<file path="src/rtl/fdf_pkg.sv">
// ----------------------------------------------------------------------------
// fdf_pkg
// types and constants shared by the flood duplicate filter
// ----------------------------------------------------------------------------
`default_nettype none

package fdf_pkg;

  localparam int SRC_W     = 56;
  localparam int ID_W      = 16;
  localparam int BYTE_W    = 8;
  localparam int VERDICT_W = 2;

  // header flag bit that marks chat
  localparam int CHAT_BIT = 3;

  localparam logic [BYTE_W-1:0] MIN_LEN_RESET = 8'd22;

  localparam logic [VERDICT_W-1:0] VERDICT_SHORT     = 2'd0;
  localparam logic [VERDICT_W-1:0] VERDICT_DUPLICATE = 2'd1;
  localparam logic [VERDICT_W-1:0] VERDICT_NEW       = 2'd2;
  localparam logic [VERDICT_W-1:0] VERDICT_FORWARD   = 2'd3;

  typedef struct packed {
    logic [BYTE_W-1:0] frame_length;
    logic [SRC_W-1:0]  src_call;
    logic [ID_W-1:0]   message_id;
    logic [BYTE_W-1:0] frame_flags;
    logic [BYTE_W-1:0] hop_limit;
  } in_item_t;

  typedef struct packed {
    logic [VERDICT_W-1:0] verdict;
    logic [BYTE_W-1:0]    forwarded_hop_limit;
    logic                 is_chat;
  } out_item_t;

  // one cache entry as it travels along the row of cells
  typedef struct packed {
    logic             valid;
    logic [SRC_W-1:0] source;
    logic [ID_W-1:0]  message_id;
  } entry_t;

  typedef enum logic [1:0] {
    S_IDLE,
    S_SCAN,
    S_UPDATE,
    S_REPORT
  } state_t;

endpackage

`default_nettype wire

</file>
<file path="src/rtl/fdf_cell.sv">
// ----------------------------------------------------------------------------
// fdf_cell
// one cache entry of the ring, takes its neighbour's entry on each shift
// ----------------------------------------------------------------------------
`default_nettype none

module fdf_cell
  import fdf_pkg::*;
(
  input  wire logic   clk,
  input  wire logic   rst,
  input  wire logic   shift,
  input  wire entry_t prev,
  output entry_t      entry
);

  logic             valid;
  logic [SRC_W-1:0] source;
  logic [ID_W-1:0]  message_id;

  always_ff @(posedge clk) begin
    if (rst) begin
      valid <= 1'b0;
    end else if (shift) begin
      valid <= prev.valid;
    end
  end

  // key bits only count while valid is set
  always_ff @(posedge clk) begin
    if (shift) begin
      source     <= prev.source;
      message_id <= prev.message_id;
    end
  end

  assign entry.valid      = valid;
  assign entry.source     = source;
  assign entry.message_id = message_id;

endmodule

`default_nettype wire

</file>
<file path="src/rtl/flood_duplicate_filter.sv">
// ----------------------------------------------------------------------------
// flood_duplicate_filter
// duplicate suppression for flooded mesh frames with a ring cache of keys
// ----------------------------------------------------------------------------
// Each input transaction carries one received frame header. A frame shorter
// than min_frame_length gets verdict "too short" at once. Otherwise its
// (source, message id) key is checked against the last CACHE_DEPTH new keys,
// held in a ring of CACHE_DEPTH cells that rotates one place per cycle past a
// single comparator at the ring's tail, which checks each entry as it passes.
// After a full turn the ring is back in order with the oldest key in the tail
// cell; a new key is then pushed in at the head and the oldest falls out,
// which is the same as overwriting the oldest entry round-robin. A looked-up
// frame goes through accept, ring scan, update and report, where it waits
// for the output register to free up; a short frame skips scan and update.
// A new frame is accepted only in idle, after the report. The result sits in
// an output register, so a new frame is taken while an earlier result still
// waits. Valid bits of the ring are cleared by reset directly, so there is no
// clearing pass. min_frame_length is written through cfg_wr_en / cfg_wr_data;
// the user must write it only while the block is idle; it is not enforced.
// ----------------------------------------------------------------------------
`default_nettype none

module flood_duplicate_filter
  import fdf_pkg::*;
#(
  parameter int CACHE_DEPTH = 32
) (
  input  wire logic              clk,
  input  wire logic              rst,
  // configuration
  input  wire logic              cfg_wr_en,
  input  wire logic [BYTE_W-1:0] cfg_wr_data,
  // frame headers in
  input  wire logic              in_valid,
  output logic                   in_ready,
  input  wire in_item_t          in_data,
  // verdicts out
  output logic                   out_valid,
  input  wire logic              out_ready,
  output out_item_t              out_data
);

  localparam int CNT_W = (CACHE_DEPTH > 1) ? $clog2(CACHE_DEPTH) : 1;
  localparam logic [CNT_W-1:0] LAST_CNT = CNT_W'(CACHE_DEPTH - 1);

  state_t            state;
  state_t            state_next;
  logic [BYTE_W-1:0] min_frame_length;
  in_item_t          item;
  logic              short_frame;
  logic              hit;
  logic              hit_next;
  logic [CNT_W-1:0]  scan_count;
  logic [CNT_W-1:0]  scan_count_next;

  logic   in_accept;
  logic   is_short;
  logic   shift;
  logic   insert;
  logic   load_out;
  logic   match;
  entry_t head;
  entry_t ring [CACHE_DEPTH];
  out_item_t result;

  // --------------------------------------------------------------------------
  // configuration register
  // --------------------------------------------------------------------------
  always_ff @(posedge clk) begin
    if (rst) begin
      min_frame_length <= MIN_LEN_RESET;
    end else if (cfg_wr_en) begin
      min_frame_length <= cfg_wr_data;
    end
  end

  // --------------------------------------------------------------------------
  // input side: one frame in work at a time
  // --------------------------------------------------------------------------
  assign in_ready  = (state == S_IDLE);
  assign in_accept = in_valid && in_ready;
  assign is_short  = (in_data.frame_length < min_frame_length);

  // header held for the whole lookup
  always_ff @(posedge clk) begin
    if (in_accept) begin
      item        <= in_data;
      short_frame <= is_short;
    end
  end

  // --------------------------------------------------------------------------
  // ring of cache cells; tail feeds back to head while scanning,
  // the new key goes in at the head on a miss
  // --------------------------------------------------------------------------
  assign insert = (state == S_UPDATE) && !hit;
  assign shift  = (state == S_SCAN) || insert;

  always_comb begin
    if (insert) begin
      head.valid      = 1'b1;
      head.source     = item.src_call;
      head.message_id = item.message_id;
    end else begin
      head = ring[CACHE_DEPTH-1];
    end
  end

  for (genvar i = 0; i < CACHE_DEPTH; i++) begin : g_cell
    fdf_cell u_cell (
      .clk   (clk),
      .rst   (rst),
      .shift (shift),
      .prev  ((i == 0) ? head : ring[(i == 0) ? 0 : i - 1]),
      .entry (ring[i])
    );
  end

  // single comparator at the tail of the ring
  assign match = ring[CACHE_DEPTH-1].valid
              && (ring[CACHE_DEPTH-1].source == item.src_call)
              && (ring[CACHE_DEPTH-1].message_id == item.message_id);

  // --------------------------------------------------------------------------
  // sequencer
  // --------------------------------------------------------------------------
  always_ff @(posedge clk) begin
    if (rst) begin
      state      <= S_IDLE;
      hit        <= 1'b0;
      scan_count <= '0;
    end else begin
      state      <= state_next;
      hit        <= hit_next;
      scan_count <= scan_count_next;
    end
  end

  always_comb begin
    state_next      = state;
    hit_next        = hit;
    scan_count_next = scan_count;
    load_out        = 1'b0;
    case (state)
      S_IDLE: begin
        if (in_accept) begin
          hit_next        = 1'b0;
          scan_count_next = '0;
          state_next      = is_short ? S_REPORT : S_SCAN;
        end
      end
      S_SCAN: begin
        // one ring place per cycle, a full turn realigns the ring
        hit_next        = hit || match;
        scan_count_next = scan_count + CNT_W'(1);
        if (scan_count == LAST_CNT) begin
          scan_count_next = '0;
          state_next      = S_UPDATE;
        end
      end
      S_UPDATE: begin
        state_next = S_REPORT;
      end
      S_REPORT: begin
        // wait for the output register to free up
        if (!out_valid || out_ready) begin
          load_out   = 1'b1;
          state_next = S_IDLE;
        end
      end
      default: begin
        state_next = S_IDLE;
      end
    endcase
  end

  // --------------------------------------------------------------------------
  // verdict
  // --------------------------------------------------------------------------
  always_comb begin
    result.verdict             = VERDICT_SHORT;
    result.forwarded_hop_limit = '0;
    result.is_chat             = 1'b0;
    if (short_frame) begin
      result.verdict = VERDICT_SHORT;
    end else if (hit) begin
      result.verdict = VERDICT_DUPLICATE;
    end else begin
      result.is_chat = item.frame_flags[CHAT_BIT];
      if (item.hop_limit > BYTE_W'(1)) begin
        result.verdict             = VERDICT_FORWARD;
        result.forwarded_hop_limit = item.hop_limit - BYTE_W'(1);
      end else begin
        result.verdict = VERDICT_NEW;
      end
    end
  end

  // output register
  always_ff @(posedge clk) begin
    if (rst) begin
      out_valid <= 1'b0;
    end else if (load_out) begin
      out_valid <= 1'b1;
    end else if (out_ready) begin
      out_valid <= 1'b0;
    end
  end

  always_ff @(posedge clk) begin
    if (load_out) begin
      out_data <= result;
    end
  end

  // --------------------------------------------------------------------------
  // assertions
  // --------------------------------------------------------------------------
  a_scan_starts_at_zero: assert property (@(posedge clk) disable iff (rst)
    (in_accept && !is_short) |=> (state == S_SCAN && scan_count == '0 && !hit))
    else $error("scan did not start from a clean count");

  a_short_skips_ring: assert property (@(posedge clk) disable iff (rst)
    (in_accept && is_short) |=> (state == S_REPORT))
    else $error("short frame entered the cache lookup");

  a_ring_still_when_idle: assert property (@(posedge clk) disable iff (rst)
    (state == S_IDLE || state == S_REPORT) |-> !shift)
    else $error("cache ring moved outside a lookup");

  a_no_result_overwrite: assert property (@(posedge clk) disable iff (rst)
    load_out |-> (!out_valid || out_ready))
    else $error("pending result overwritten");

  a_scan_length: assert property (@(posedge clk) disable iff (rst)
    (state == S_UPDATE) |-> ($past(state) == S_SCAN && $past(scan_count) == LAST_CNT))
    else $error("ring update without a full turn");

endmodule

`default_nettype wire
</file>
<file path="config.mk">
export PLATFORM = sky130hd
export DESIGN_NAME = flood_duplicate_filter
export DESIGN_NICKNAME = d
export VERILOG_FILES = /design/src/rtl/fdf_pkg.sv /design/src/rtl/fdf_cell.sv /design/src/rtl/flood_duplicate_filter.sv
export SDC_FILE = /design/constraint.sdc
export NUM_CORES = 1
export LEC_CHECK = 0
export ABC_CLOCK_PERIOD_IN_PS = 86500
export BUFFER_PORTS_ARGS = -buffer_cell sky130_fd_sc_hd__buf_2
export CORE_MARGIN = 2
export CORE_UTILIZATION = 30
export CTS_CLUSTER_SIZE = 16
export DETAILED_ROUTE_END_ITERATION = 16
export SYNTH_ARGS = -nofsm -noshare
export SYNTH_HDL_FRONTEND = slang
export SYNTH_SLANG_ARGS = --single-unit
</file>
<file path="constraint.sdc">
create_clock -name clk -period 86.5 [get_ports clk]
set_clock_uncertainty 0.05 [all_clocks]
set_input_delay 8.65 -clock clk [delete_from_list [all_inputs] [get_ports clk]]
set_output_delay 8.65 -clock clk [all_outputs]
set_load 0.02 [all_outputs]
</file>
==> flow_summary.ini, run 1 <==
[run_status]
status = completed

[logic_synthesis]
syn_area_mm2 = 0.0759
synth_top_cell_by_area = edfxtp_1
seq_area_frac_synth = 0.961
ys_ff_latch = 2446
yosys_most_used_dff = edfxtp_1
syn_nets = 2999
synth_cell_type_count = 40
synth_edf_count = 2397
async_flop_share = 0
netlist_instances = 2875
yosys_warnings = 0
yosysTopAreaCellShare = 0.948
synth.area.top_cells = edfxtp_1 (95%), dfxtp_1 (1.3%), mux2_2 (1.0%)
syn-mean-instance-area_um2 = 26.4

[detailed_routing]
drtAntennaViolNets = 0
drt-vias-per-instance = 3.94
drc = 0
wl_um = 104000
drt-pass1-iter-count = 5
drt_iter0_drc = 2847
vias = 26700
post_drt_wl_per_cell_um = 15.3

[critical_path]
cp.required_ns = 77.80
path_class = flop to output port
worstSetupStartpointType = flop
cp_max_fo = 7
end_kind = output port
arrival_ns = 1.99

[grt]
grt_antenna_before_repair = 12
grt_max_degree = 220
met1_usage = 0.117
grt_pass1_wl_um = 156000
grt_remaining_overflow = 0
use_met2 = 0.105
globalRouteMet3Util = 0.0223
grt_use_total = 0.0783
grt_busiest_layer = met1
grt_pass1_vias = 26200

[finish]
nets = 3357
mostFrequentLayoutCell = edfxtp_1
final_area_mm2 = 0.0887
syn2layout_area_growth_pct = 16.9
layout_common_cells = edfxtp_1 (2397), clkbuf_16 (240), buf_2 (114), nand2_1 (72), mux2_2 (68)
drive_gt1_frac = 0.161
nFillCells = 22800

[die]
rows = 184
ios = 122
core_area_mm2 = 0.251
die_w_um = 507
dieArea_mm2 = 0.257
die-height_um = 507
start_util = 0.302

[placed_design]
dpl.hpwl_um = 52600
pre_cts_ws_ns = 75.16
portBuffers = 114
routabilityCongestion = 0.721
placed_area_mm2 = 0.0808

[sta]
finalHoldViolCount = 0
tightestPinTransition_ns = 1.16
setup_viol = 0
period_minus_slack_ns = 10.69
finalSetupTns_ns = 0
relSlewSlack = 0.228
slew_violations = 0
worst_slack_ns = 75.81
fmax_mhz = 93.5
period_share = 0.124
rsz0062_at_grt = false

[power_and_ir_drop]
p_comb_frac = 0.104
worst_ir_drop_vdd_mv = 0.0442
p_seq_frac = 0.627
power_density_mw_per_mm2 = 42.8
power.leakage_nw = 28.5
internal_power_w = 0.00286
swShare = 0.248
power.switching_w = 0.000942
clock_power_share = 0.269

[clock_network]
cts.htree.levels = 4
cts_made_buffers = 238
cts_hold_buf = 0
cts_tree = yes
post_cts_buffers = 0
insertion_delay_ns = 0.88
root_buffer = clkbuf_16
clkTransAtPathRegs_ns = 0.06
clock-sinks = 2446
clockBufferDepth = 3
cts_resized = 0

[hold_path]
hold_path.class = flop to flop

[job]
drv_cap = 0
layout make-up:
class,instances,area [um^2],share of cell area
timing repair buffer,140,816,0.00920
antenna,6,15.0,0.000169
clock inverter,156,1700,0.0191
sequential,2446,73000,0.822
multi-input combinational,383,2770,0.0313
inverter,24,100,0.00113
tap,3348,4190,0.0472
clock buffer,282,6160,0.0695
path summary, 6_finish.rpt:
| check | from | endpoint | slack [ns] | depth (start not counted) |
|---|---|---|---|---|
| setup / recovery | state[1] | in_ready | 75.81 | 3 |
| setup reg to reg | state[0] | g_cell[27].u_cell.source[12] | 79.22 | 12 |
| hold / removal | g_cell[2].u_cell.source[32] | g_cell[3].u_cell.source[32] | 0.32 | 0 |
| hold reg to reg | g_cell[2].u_cell.source[32] | g_cell[3].u_cell.source[32] | 0.32 | 0 |
cells by family (layout without fill, tap and decap cells):
family	Yosys count	after routing	share of synthesized area
AO/OA/AOI/OAI	68	68	0.00556
XOR/XNOR	63	63	0.00727
adder cells (fa/ha/maj)	15	15	0.00247
buffers and inverters	46	602	0.00231
flip-flops	2446	2446	0.961
multiplexers	74	74	0.0109
other	0	6	0
AND/OR/NAND/NOR	163	163	0.0102
power by group through the flow:
stage,Clock [W],Sequential (W),Combinational (W)
after floorplan,0,0.00422,0.000258
after global placement,0,0.00238,0.000393
after detailed placement,0,0.00240,0.000411
after CTS,0.00106,0.00240,0.000409
after global routing,0.00111,0.00245,0.000441
final,0.00102,0.00238,0.000395
state kept, by name, summed over array words and instances (netlist names):
name                      flops
out_data                     11
short_frame                   1
g_cell.u_cell.source       1792
g_cell.u_cell.valid          32
item                         81
hit                           1
state                         2
min_frame_length              8
scan_count                    5
g_cell.u_cell.message_id    512
out_valid                     1
cell usage after synthesis (4+ instances only):
library cell,count
a21oi_1,37
buf_1,4
clkbuf_1,16
dfxtp_1,49
edfxtp_1,2397
ha_1,15
inv_1,24
mux2_2,68
mux2i_1,6
nand2_1,72
nand2b_1,11
nand4_1,16
nor2_1,28
nor2b_1,15
nor3_1,4
nor4_1,6
o21ai_0,6
xnor2_1,57
xor2_1,6
metal layers:
| metal | vias to the layer above | wire [um] |
|---|---|---|
| met4 | 2 | 3510 |
| met5 | - | 13 |
| met1 | 13700 | 51500 |
| met3 | 212 | 5360 |
| met2 | 502 | 43100 |
| li1 | 12200 | - |
critical path, stage by stage, from the launching register on:
cell and delay, ns:
dfxtp_1 0.33, inv_1 0.11, ha_1 0.45, buf_2 0.25
per-stage QoR:
step	hold WS, ns	utilization	power (W)	instances
finish	0.319	0.353	0.00380	6785
global placement	0.351	0.322	0.00277	6341
detailed placement	0.355	0.322	0.00281	6341
global route	0.314	0.353	0.00399	6784
CTS	0.297	0.353	0.00386	6779
floorplan	0.350	-	0.00448	2875
Power figures use the tool's default switching activity.
==> run 2: changes to the inputs <==
Settings changed: ABC_AREA set to 1, ABC_CLOCK_PERIOD_IN_PS 86500 to 10800.
Clock period 86.5 ns to 10.8 ns, I/O delays scaled along.
==> run 2 against run 1 <==
  * Power rose to 8.2 times the previous value
  * Largest cell class unchanged
  * Critical path depth rose by 4
  * Synthesized cell count rose by 11%
  * Clock power rose to 8.0 times the previous value
==> flow_summary.ini, run 2 <==
[grt]
grt_use_total = 0.0805
grt_remaining_overflow = 0
grt_antenna_before_repair = 14
grt_max_degree = 230
grt_pass1_vias = 27100
grt_pass1_wl_um = 162000

[logic_synthesis]
synth_cell_type_count = 29
seq_area_frac_synth = 0.956
netlist_instances = 3198
syn_area_mm2 = 0.0763
yosys_most_used_dff = edfxtp_1
synth.area.top_cells = edfxtp_1 (94%), dfxtp_1 (1.3%), nand2_1 (1.2%)
ys_ff_latch = 2446
yosysTopAreaCellShare = 0.943
synth_top_cell_by_area = edfxtp_1
syn_nets = 3322
synth_edf_count = 2397
synth_most_common_cell = edfxtp_1
syn-mean-instance-area_um2 = 23.9
yosys_warnings = 0
yosys-top-cells-count = edfxtp_1 (2397), nand2_1 (251), inv_1 (136)
async_flop_share = 0

[clock_network]
root_buffer = clkbuf_16
cts_resized = 0
cts_tree = yes
cts.htree.levels = 4
post_cts_buffers = 0
clockBufferDepth = 3
clock-sinks = 2446
cts_made_buffers = 233
clkTransAtPathRegs_ns = 0.06
insertion_delay_ns = 0.85
cts_hold_buf = 0

[run_status]
status = completed

[power_and_ir_drop]
swShare = 0.250
internal_power_w = 0.0233
clock_power_share = 0.264
p_comb_frac = 0.102
power.switching_w = 0.00777
p_seq_frac = 0.634
power_density_mw_per_mm2 = 348
power.leakage_nw = 29.7
worst_ir_drop_vdd_mv = 0.342

[hold_path]
hold_path.class = flop to flop

[die]
die_w_um = 508
start_util = 0.301
dieArea_mm2 = 0.259
rows = 185
ios = 122
core_area_mm2 = 0.253
die-height_um = 508

[finish]
drive_gt1_frac = 0.134
regMostFlops = g_cell.u_cell.source
largest_reg_flops = 1792
syn2layout_area_growth_pct = 16.9
layout_common_cells = edfxtp_1 (2397), nand2_1 (250), clkbuf_16 (234), inv_1 (135)
top_regs = g_cell.u_cell.source: 1792 flops, g_cell.u_cell.message_id: 512 flops, item: 81 flops
nets = 3670
mostFrequentLayoutCell = edfxtp_1

[critical_path]
crit_chain = inv_1 > ha_1 > nand2_8 > nand2_4 > buf_12 > buf_4 > buf_4
slowest_delay_ns = 0.73
cp_max_fo = 190
endpoint = g_cell[26].u_cell.source[28]
arrival_ns = 5.00
crit_top_cell = buf_4
r2r-end = g_cell[26].u_cell.source[28]
crit_buf_inv = 4
end_kind = flop
worstSetupStartpointType = flop
regToRegStartpoint = state[0]
critPathSlowestCell = nand2_4
startpoint = state[0]
crit_cells = 7
r2r_cells = 7
rrSetupSlack_ns = 6.24
path_class = flop to flop
path_delay_family = buffers and inverters
cp.required_ns = 11.24

[placed_design]
dpl.hpwl_um = 53600
routabilityCongestion = 0.726
portBuffers = 114

[detailed_routing]
drt-vias-per-instance = 3.93
drc = 0
drt_iter0_drc = 2893
vias = 28000
drt-pass1-iter-count = 7
post_drt_wl_per_cell_um = 15.0
wl_um = 107000
drtAntennaViolNets = 0

[sta]
relSlewSlack = 0.134
tightestPinTransition_ns = 1.30
fmax_mhz = 219
finalSetupTns_ns = 0
period_minus_slack_ns = 4.56
rsz0062_at_grt = false
period_share = 0.422
slew_violations = 0
setup_viol = 0
finalHoldViolCount = 0
hold_ws_ns = 0.303

[job]
drv_cap = 0
## run 2: layout make-up
cell class                 count  area, um^2
inverter                     139         527
timing repair buffer         138         851
tap                         3366        4210
antenna                        3        7.51
fill                       23100      164000
clock inverter               153        1760
multi-input combinational    588        2760
clock buffer                 289        6140
sequential                  2446       73000
## run 2: layer usage
metal	track usage	routed length, um
met5	0	46
met4	0.0315	3020
met3	0.0203	4590
met2	0.111	45500
met1	0.121	53700
## run 2: how the worst min path moves through the flow
stage	from	end	slack, ns	cells after the start
final	g_cell[20].u_cell.source[5]	g_cell[21].u_cell.source[5]	0.30	0
after global routing	in_data[75]	item[75]	0.27	1
after CTS	in_data[75]	item[75]	0.24	1
after detailed placement	g_cell[9].u_cell.source[27]	g_cell[10].u_cell.source[27]	0.35	0
after global placement	g_cell[7].u_cell.source[24]	g_cell[8].u_cell.source[24]	0.35	0
after floorplan	g_cell[9].u_cell.message_id[0]	g_cell[10].u_cell.message_id[0]	0.35	0
## run 2: metrics by stage
stage	cell area, um^2	cells	setup slack [ns]	power [W]	util
3_3_place_gp	81300	6677	6.32	0.0229	0.321
5_1_grt	89200	7121	5.88	0.0327	0.352
2_1_floorplan	76300	3198	0.0955	0.0222	-
6_report	89200	7122	6.24	0.0311	0.352
4_1_cts	89200	7119	6.21	0.0316	0.352
3_5_place_dp	81300	6677	6.15	0.0231	0.321
## run 2: logic make-up (layout without fill, tap and decap cells)
group / Yosys count / after routing / share of synthesized area
flip-flops: 2446 / 2446 / 0.956
AND/OR/NAND/NOR: 400 / 400 / 0.0205
buffers and inverters: 164 / 719 / 0.00828
AO/OA/AOI/OAI: 149 / 149 / 0.00993
adder cells (fa/ha/maj): 15 / 15 / 0.00246
XOR/XNOR: 15 / 15 / 0.00172
multiplexers: 9 / 9 / 0.00133
other: 0 / 3 / 0
## run 2: worst reg2reg max path, delay by kind of cell (launching register included)
kind                     cells  cell delay [ns]
buffers and inverters        4             2.27
AND/OR/NAND/NOR              2             1.11
flip-flops                   1             0.33
adder cells (fa/ha/maj)      1             0.41
## run 2: power groups by stage
stage	Combinational (W)	Sequential (W)	Clock, W
final	0.00317	0.0197	0.00820
after global routing	0.00360	0.0202	0.00887
after CTS	0.00328	0.0198	0.00851
after detailed placement	0.00329	0.0198	0
after global placement	0.00316	0.0197	0
after floorplan	0.00205	0.0202	0
==> run 3: changes to the inputs <==
Settings changed: ABC_CLOCK_PERIOD_IN_PS 10800 to 3700.
Clock period 10.8 ns to 3.7 ns, I/O delays scaled along.
==> run 3 against run 2 <==
  * Cell area rose by 1.4%
  * Clock power rose to 2.8 times the previous value
  * Clock-buffer cell count is 28 lower
  * First-iteration DRC count is 13% lower
  * Global-route usage rose by 0.091 points
  * Via count is 1.9% higher
  * Utilization is 0.50 points higher
  * Sequential share of layout area fell by 1.2 points
  * Critical path type unchanged
==> flow_summary.ini, run 3 (synthesis gave the netlist of run 2 again) <==
[run_status]
status = completed

[sta]
tightestPinTransition_ns = 1.11
period_share = 0.877
slew_violations = 0
worst_slack_ns = 0.455
setup_viol = 0
period_minus_slack_ns = 3.25
rsz0062_at_grt = false
relSlewSlack = 0.263
finalHoldViolCount = 0
fmax_mhz = 308

[die]
ios = 122
die_w_um = 508
start_util = 0.301
core_area_mm2 = 0.253
rows = 185
dieArea_mm2 = 0.259
die-height_um = 508

[detailed_routing]
drc = 0
drt-pass1-iter-count = 5
drt_iter0_drc = 2515
post_drt_wl_per_cell_um = 14.8
vias = 28600
drt-vias-per-instance = 3.93
wl_um = 107000
drtAntennaViolNets = 0

[power_and_ir_drop]
worst_ir_drop_vdd_mv = 0.688
power.leakage_nw = 30.3
power_w = 0.0903
power_density_mw_per_mm2 = 998

[critical_path]
regToRegStartpoint = min_frame_length[7]
cp.required_ns = 4.39
path_delay_family = buffers and inverters
slowest_delay_ns = 0.61
arrival_ns = 3.93
r2r_cells = 10
worstSetupStartpointType = flop
end_kind = flop
crit_chain = inv_1 > ha_1 > a21oi_1 > dlygate4sd3_1 > o21ai_0 > dlygate4sd3_1 > a21oi_1 > dlygate4sd3_1 > nand2_1 > a21oi_1
crit_buf_inv = 4
crit_cells = 10
critPathSlowestCell = dlygate4sd3_1
rrSetupSlack_ns = 0.45
r2r-end = state[1]
cp_max_fo = 2
path_class = flop to flop

[finish]
multi_input_area_mm2 = 0.00280
syn2layout_area_growth_pct = 18.6
mostFrequentLayoutCell = edfxtp_1
seq_area_mm2 = 0.0730
nets = 3818
top_regs = g_cell.u_cell.source: 1792 flops, g_cell.u_cell.message_id: 512 flops, item: 81 flops
largest_reg_flops = 1792
drive_gt1_frac = 0.137
final_area_mm2 = 0.0905
regMostFlops = g_cell.u_cell.source
final_cells = 7257
layout_common_cells = edfxtp_1 (2397), nand2_1 (250), clkbuf_16 (229), inv_1 (134)
nFillCells = 22900

[clock_network]
cts_made_buffers = 229
clkTransAtPathRegs_ns = 0.06
cts_hold_buf = 112
post_cts_buffers = 0
cts_tree = yes
cts.htree.levels = 4
clock-sinks = 2446
clockBufferDepth = 3
cts_resized = 0
root_buffer = clkbuf_16
insertion_delay_ns = 0.87

[placed_design]
dpl.hpwl_um = 54000
pre_cts_ws_ns = 0.687
placed_area_mm2 = 0.0820
routabilityCongestion = 0.738
placed_cells = 6717
portBuffers = 114

[grt]
grt_max_degree = 143
grt_pass1_vias = 28300
grt_use_total = 0.0814
grt_pass1_wl_um = 165000
grt_remaining_overflow = 0
grt_antenna_before_repair = 4

[hold_path]
holdPathEnd = state[0]
holdPathStages = 7
hold_path_startpoint = out_ready
hold_path.class = primary input to flop

[job]
drv_cap = 0
## run 3: final cells by class
cell class,instances,share of cell area
flip-flops and latches,2446,0.806
clock buffers,261,0.0646
well taps,3366,0.0465
multi-input cells,588,0.0309
repair buffers,290,0.0287
clock inverters,165,0.0171
inverters,139,0.00582
diodes,2,0.0000553
## run 3: tightest hold or removal path, stage by stage
cell and delay (ns):
buf_2 0.10, inv_1 0.06, nand2_1 0.07, nor2_1 0.09
nor2_1 0.06, inv_1 0.09, a211oi_1 0.09
## run 3: per-layer routing
metal	GRT usage	up-vias	share of wire
met3	0.0195	234	0.039
met1	0.119	14500	0.49
met2	0.117	452	0.44
li1	-	13300	-
met5	0	-	0.00022
met4	0.0308	4	0.028
## run 3: worst max-delay path by stage
stage / to / startpoint / slack [ns]
6_report: state[1] / min_frame_length[7] / 0.45
3_5_place_dp: hit / state[1] / 0.69
4_1_cts: state[1] / min_frame_length[7] / 0.66
5_1_grt: state[1] / min_frame_length[7] / 0.29
3_3_place_gp: hit / state[1] / 0.73
2_1_floorplan: g_cell[0].u_cell.message_id[0] / state[0] / -3.13
## run 3: power by group
part	internal [W]	leakage [nW]	switching (W)	total [W]
combinational	0.00217	3.45	0.00839	0.0106
clock	0.0126	3.58	0.00999	0.0226
sequential	0.0528	23.2	0.00443	0.0572
## run 3: per-stage QoR
step	setup TNS, ns	hold WS (ns)	util
global placement	0	0.351	0.323
CTS	0	0.0289	0.357
finish	0	0.139	0.357
detailed placement	0	0.355	0.323
floorplan	-7233.57	0.350	-
global route	0	0.0852	0.357
